`config.mk`:
```
export PLATFORM = sky130hd
export DESIGN_NAME = swm_cell
export DESIGN_NICKNAME = d
export VERILOG_FILES = /design/src/hw/rtl/swm_pkg.sv /design/src/hw/rtl/swm_cell.sv
export SDC_FILE = /design/constraint.sdc
export NUM_CORES = 1
export LEC_CHECK = 0
export BUFFER_PORTS_ARGS = -buffer_cell sky130_fd_sc_hd__buf_2
export CAP_MARGIN = 20
export CORE_ASPECT_RATIO = 0.8
export CORE_MARGIN = 2
export CORE_UTILIZATION = 42
export CTS_BUF_LIST = sky130_fd_sc_hd__clkbuf_4
export CTS_CLUSTER_DIAMETER = 120
export DETAILED_ROUTE_END_ITERATION = 6
export HOLD_SLACK_MARGIN = 0.08
export PLACE_DENSITY = 0.8
export SLEW_MARGIN = 20
export SYNTH_ARGS = -nofsm -noshare
export SYNTH_HDL_FRONTEND = slang
export SYNTH_SLANG_ARGS = --single-unit
```
`constraint.sdc`:
```
create_clock -name clk -period 5.6 [get_ports clk]
set_input_delay 0.84 -clock clk [delete_from_list [all_inputs] [get_ports clk]]
set_output_delay 0.84 -clock clk [all_outputs]
set_load 0.05 [all_outputs]
```
`src/hw/rtl/swm_pkg.sv`:
```
package swm_pkg;

  localparam int CFG_WIDTH = 7;
  localparam logic [CFG_WIDTH-1:0] WINDOW_LEN_RESET = CFG_WIDTH'(3);

  typedef struct packed {
    logic valid;
    logic greater;
  } swm_flag_t;

endpackage

```
`src/hw/rtl/swm_cell.sv`:
```
module swm_cell import swm_pkg::*; #(
  parameter int SAMPLE_WIDTH = 32,
  parameter int AGE_WIDTH    = 6,
  parameter int INDEX        = 0
) (
  input  logic                           clk,
  input  logic                           rst,
  input  logic                           accept,
  input  logic                           clear,
  input  logic                           full,
  input  logic signed [SAMPLE_WIDTH-1:0] key,
  input  logic signed [SAMPLE_WIDTH-1:0] v_old,
  input  logic        [AGE_WIDTH-1:0]    del_age,
  input  logic        [AGE_WIDTH-1:0]    mid,
  input  logic signed [SAMPLE_WIDTH-1:0] right_value,
  input  logic        [AGE_WIDTH-1:0]    right_age,
  input  logic                           right_valid,
  input  logic signed [SAMPLE_WIDTH-1:0] left_value,
  input  logic        [AGE_WIDTH-1:0]    left_age,
  input  swm_flag_t                      left_flag,
  output logic signed [SAMPLE_WIDTH-1:0] value,
  output logic        [AGE_WIDTH-1:0]    age,
  output logic                           valid,
  output logic signed [SAMPLE_WIDTH-1:0] d_value,
  output logic        [AGE_WIDTH-1:0]    d_age,
  output swm_flag_t                      d_flag,
  output logic        [SAMPLE_WIDTH-1:0] old_value,
  output logic        [SAMPLE_WIDTH-1:0] mid_value
);

  logic                           shift;
  logic signed [SAMPLE_WIDTH-1:0] value_next;
  logic        [AGE_WIDTH-1:0]    age_next;
  logic                           valid_next;

  // drop the oldest entry: every entry at or after it moves one place left
  assign shift = full && (!valid || (value >= v_old));

  always_comb begin
    d_value        = shift ? right_value : value;
    d_age          = shift ? right_age : age;
    d_flag.valid   = shift ? right_valid : valid;
    d_flag.greater = !d_flag.valid || (d_value > key);
  end

  always_comb begin
    priority if (left_flag.greater) begin
      value_next = left_value;
      age_next   = left_age + AGE_WIDTH'(1);
      valid_next = left_flag.valid;
    end else if (d_flag.greater) begin
      value_next = key;
      age_next   = '0;
      valid_next = 1'b1;
    end else begin
      value_next = d_value;
      age_next   = d_age + AGE_WIDTH'(1);
      valid_next = d_flag.valid;
    end
  end

  assign old_value = (valid && (age == del_age)) ? value : '0;
  assign mid_value = (mid == AGE_WIDTH'(INDEX)) ? value : '0;

  always_ff @(posedge clk) begin
    if (rst) begin
      valid <= 1'b0;
    end else if (clear) begin
      valid <= 1'b0;
    end else if (accept) begin
      valid <= valid_next;
    end
  end

  always_ff @(posedge clk) begin
    if (accept) begin
      value <= value_next;
      age   <= age_next;
    end
  end

endmodule

```
==> impl_metrics.csv <==
group,metric,value,unit
clock_tree,cts_buffers,5,
outcome,violations,"design-rule violations, negative setup slack",
route,drt_iter0_drc,467,
timing,rsz0062_at_grt,"yes",
critical_path,cp_max_fo,4,
pwr,netSwitchingFraction,46.8,%
pwr,clkPwrFrac,11.9,%
critical_path,startpoint_type,"primary input",
layout,layout-drive-gt1-share,50.7,%
floorplan,core_area,0.0122,mm^2
grt,gr-total-overflow,0,
critical_path,arrival,5.15,ns
floorplan,die_y,104,um
synthesis,yosys_warnings,0,
clock_tree,htreeDepth,2,
timing,worstMarginPinSlew,1.05,ns
route,final_antenna_net_count,0,
grt,grt_pass1_wl,33200,um
timing,skew,0.0156,ns
clock_tree,ctsLongestPathBuffers,2,
timing,setup_slack,-0.391,ns
synthesis,synth_area,0.00526,mm^2
place,dp_hpwl,16200,um
pwr,ir_worst_vdd,0.114,mV
layout,seqCellArea,0.00116,mm^2
grt,grt_use_total,31.2,%
floorplan,io_pins,303,
synthesis,ys.flop_type,"edfxtp_1",
clock_tree,clock_latency,0.37,ns
synthesis,seq_area_frac_synth,22.1,%
floorplan,dieArea,0.0134,mm^2
synthesis,synth-seq-cells,39,
place,place_ws,-0.512,ns
critical_path,cp-end-kind,"output pin",
synthesis,synth-edff-count,38,
clock_tree,cts-root-buf,"clkbuf_4",
grt,antenna_found_initial,1,
route,viasPerCell,5.56,
synthesis,async_flop_share,0,%
synthesis,synth.distinct_cells,59,
pwr,leakagePower,4.32,nW
critical_path,required,4.76,ns
synthesis,synth.avg_cell_area,8.04,um^2
place,post_dp_cell_area,0.00769,mm^2
synthesis,yosysTopAreaCell,"edfxtp_1",
timing,hold_violations,0,
route,first_pass_iters,7,
timing,hold_slack,0.615,ns
clock_tree,clk_pin_slew,0.13,ns
outcome,status,"finished with violations",
timing,slew_viol_final,0,
clock_tree,cts.sinks,39,
pwr,internal_power,0.000765,W
route,drc,4,
synthesis,synth_top_cell_area_share,21.7,%
route,wl_per_cell,18.4,um
timing,setup_viol,1,
floorplan,die_w,129,um
synthesis,synth_cells,654,
pwr,power.switching,0.000674,W
hold_path,hold_class,"in2reg",
grt,grt_pass1_vias,6351,
pwr,power_density,171,mW/mm^2
floorplan,rows,36,
timing,period_share,107,%
pwr,comb_power_share,61.3,%
grt,grt_max_degree,44,
critical_path,r2r_slack,0.20,ns
clock_tree,cts_tree,"yes",
layout,postLayoutCellArea,0.00840,mm^2
critical_path,path_class,"in2out",
layout,fill_cells,1016,
place,gp_congestion,0.920,
layout,syn_to_final_growth,59.6,%
route,routed_wl,21900,um
synthesis,ys_top_cells_by_area,"edfxtp_1 22%, ha_1 16%, and2_1 7.8%",
place,portBuffers,302,
job,cap_violations,0,
pwr,p_seq_share,26.7,%
timing,max_freq,167,MHz
layout,final_nets,1244,
timing,relSlewSlack,29.7,%
layout,final_cell_mix,"298 x buf_2, 83 x buf_4, 65 x and2_1",
floorplan,start_util,43.1,%
layout,layout_commonest_cell,"buf_2",
timing,period_minus_slack,5.99,ns
synthesis,synth_nets,880,
route,num_vias,6622,
layout,multi_input_area,0.00423,mm^2
power groups by stage:
| stage | clock [W] | sequential (W) | combinational [W] |
|---|---|---|---|
| after detailed placement | 0 | 0.000389 | 0.000796 |
| after global routing | 0.000184 | 0.000388 | 0.000943 |
| after CTS | 0.000174 | 0.000384 | 0.000849 |
| after global placement | 0 | 0.000388 | 0.000785 |
| final | 0.000172 | 0.000385 | 0.000883 |
| after floorplan | 0 | 0.000464 | 0.000431 |
cell families (layout without fill, tap and decap cells):
kind of cell             after synthesis  after routing  share of synthesized area, %
AND/OR/NAND/NOR                      256            256                          26.6
XOR/XNOR                              14             14                          2.33
multiplexers                           2              2                         0.404
AO/OA/AOI/OAI                        163            163                          24.5
buffers and inverters                114            479                          8.35
adder cells (fa/ha/maj)               66             66                          15.7
flip-flops                            39             39                          22.1
other                                  0              1                             0
worst max-delay path, cell delays in order:
cell	delay, ns
buf_6	0.08
inv_4	0.03
ha_4	0.25
a21oi_4	0.16
o21ai_4	0.09
a221oi_2	0.23
or3b_4	0.43
a2111o_2	0.55
buf_12	0.17
buf_6	0.11
buf_6	0.10
and3_4	0.14
or2_4	0.26
ha_4	0.27
nand4_1	0.12
or2_4	0.30
nor4_4	0.23
buf_4	0.17
nor2_4	0.03
o21ai_2	0.10
a31o_2	0.13
and2_4	0.18
inv_8	0.04
buf_8	0.14
stage by stage:
| stage | util [%] | cells | power [W] | setup TNS, ns |
|---|---|---|---|---|
| after floorplan | - | 654 | 0.000896 | 0 |
| after global placement | 62.9 | 1162 | 0.00117 | -5.36 |
| after detailed placement | 63.0 | 1162 | 0.00118 | -9.86 |
| after CTS | 67.7 | 1185 | 0.00141 | -0.347 |
| after global routing | 68.8 | 1190 | 0.00152 | -0.559 |
| final | 68.8 | 1191 | 0.00144 | -0.391 |
layer usage:
metal	global-route usage (%)	vias to the layer above	share of wire [%]
li1	-	3146	-
met1	40.9	3069	41
met2	51.5	350	47
met3	5.45	57	8.3
met4	10.5	0	3.0
met5	0	-	0
Yosys cell counts (all sizes together), types with 4 or more instances:
library cell and count:
nand3 11, nor2 12, inv 71, nand4 12, o41ai 4, a21o 7
and3 32, edfxtp 38, nand2 68, buf 5, nor3 6, o311ai 33
o21ai 12, a21boi 33, or2 33, nor4 6, o2111ai 32, and2 67
a21oi 21, clkbuf 38, xor2 4, ha 66, xnor2 10
layout make-up:
type | instances | share of cell area, %
multi-input cells | 501 | 50.3
repair buffers | 400 | 29.2
flip-flops and latches | 39 | 13.8
inverters | 71 | 3.32
well taps | 171 | 2.55
clock buffers | 8 | 0.715
diodes | 1 | 0.0298
worst paths after layout:
path | cells after the start | startpoint | to
worst max-delay path | 24 | v_old[7] | d_flag[0]
worst max register to register | 22 | value[5] | value[2]
worst min-delay path | 2 | rst | valid
worst min register to register | 2 | valid | valid
timing repair:
item	CTS	global route
gates cloned	4	0
resized for setup	56	28
setup endpoints to repair	1	34
hold buffers	0	0
buffers inserted	11	5
pin swaps	45	21
endpoints found under the hold margin	0	0
sequential cells by signal (all words and copies together), names as in the netlist:
signal  cells
age         6
valid       1
value      32
(Power assumes the default switching activity.)
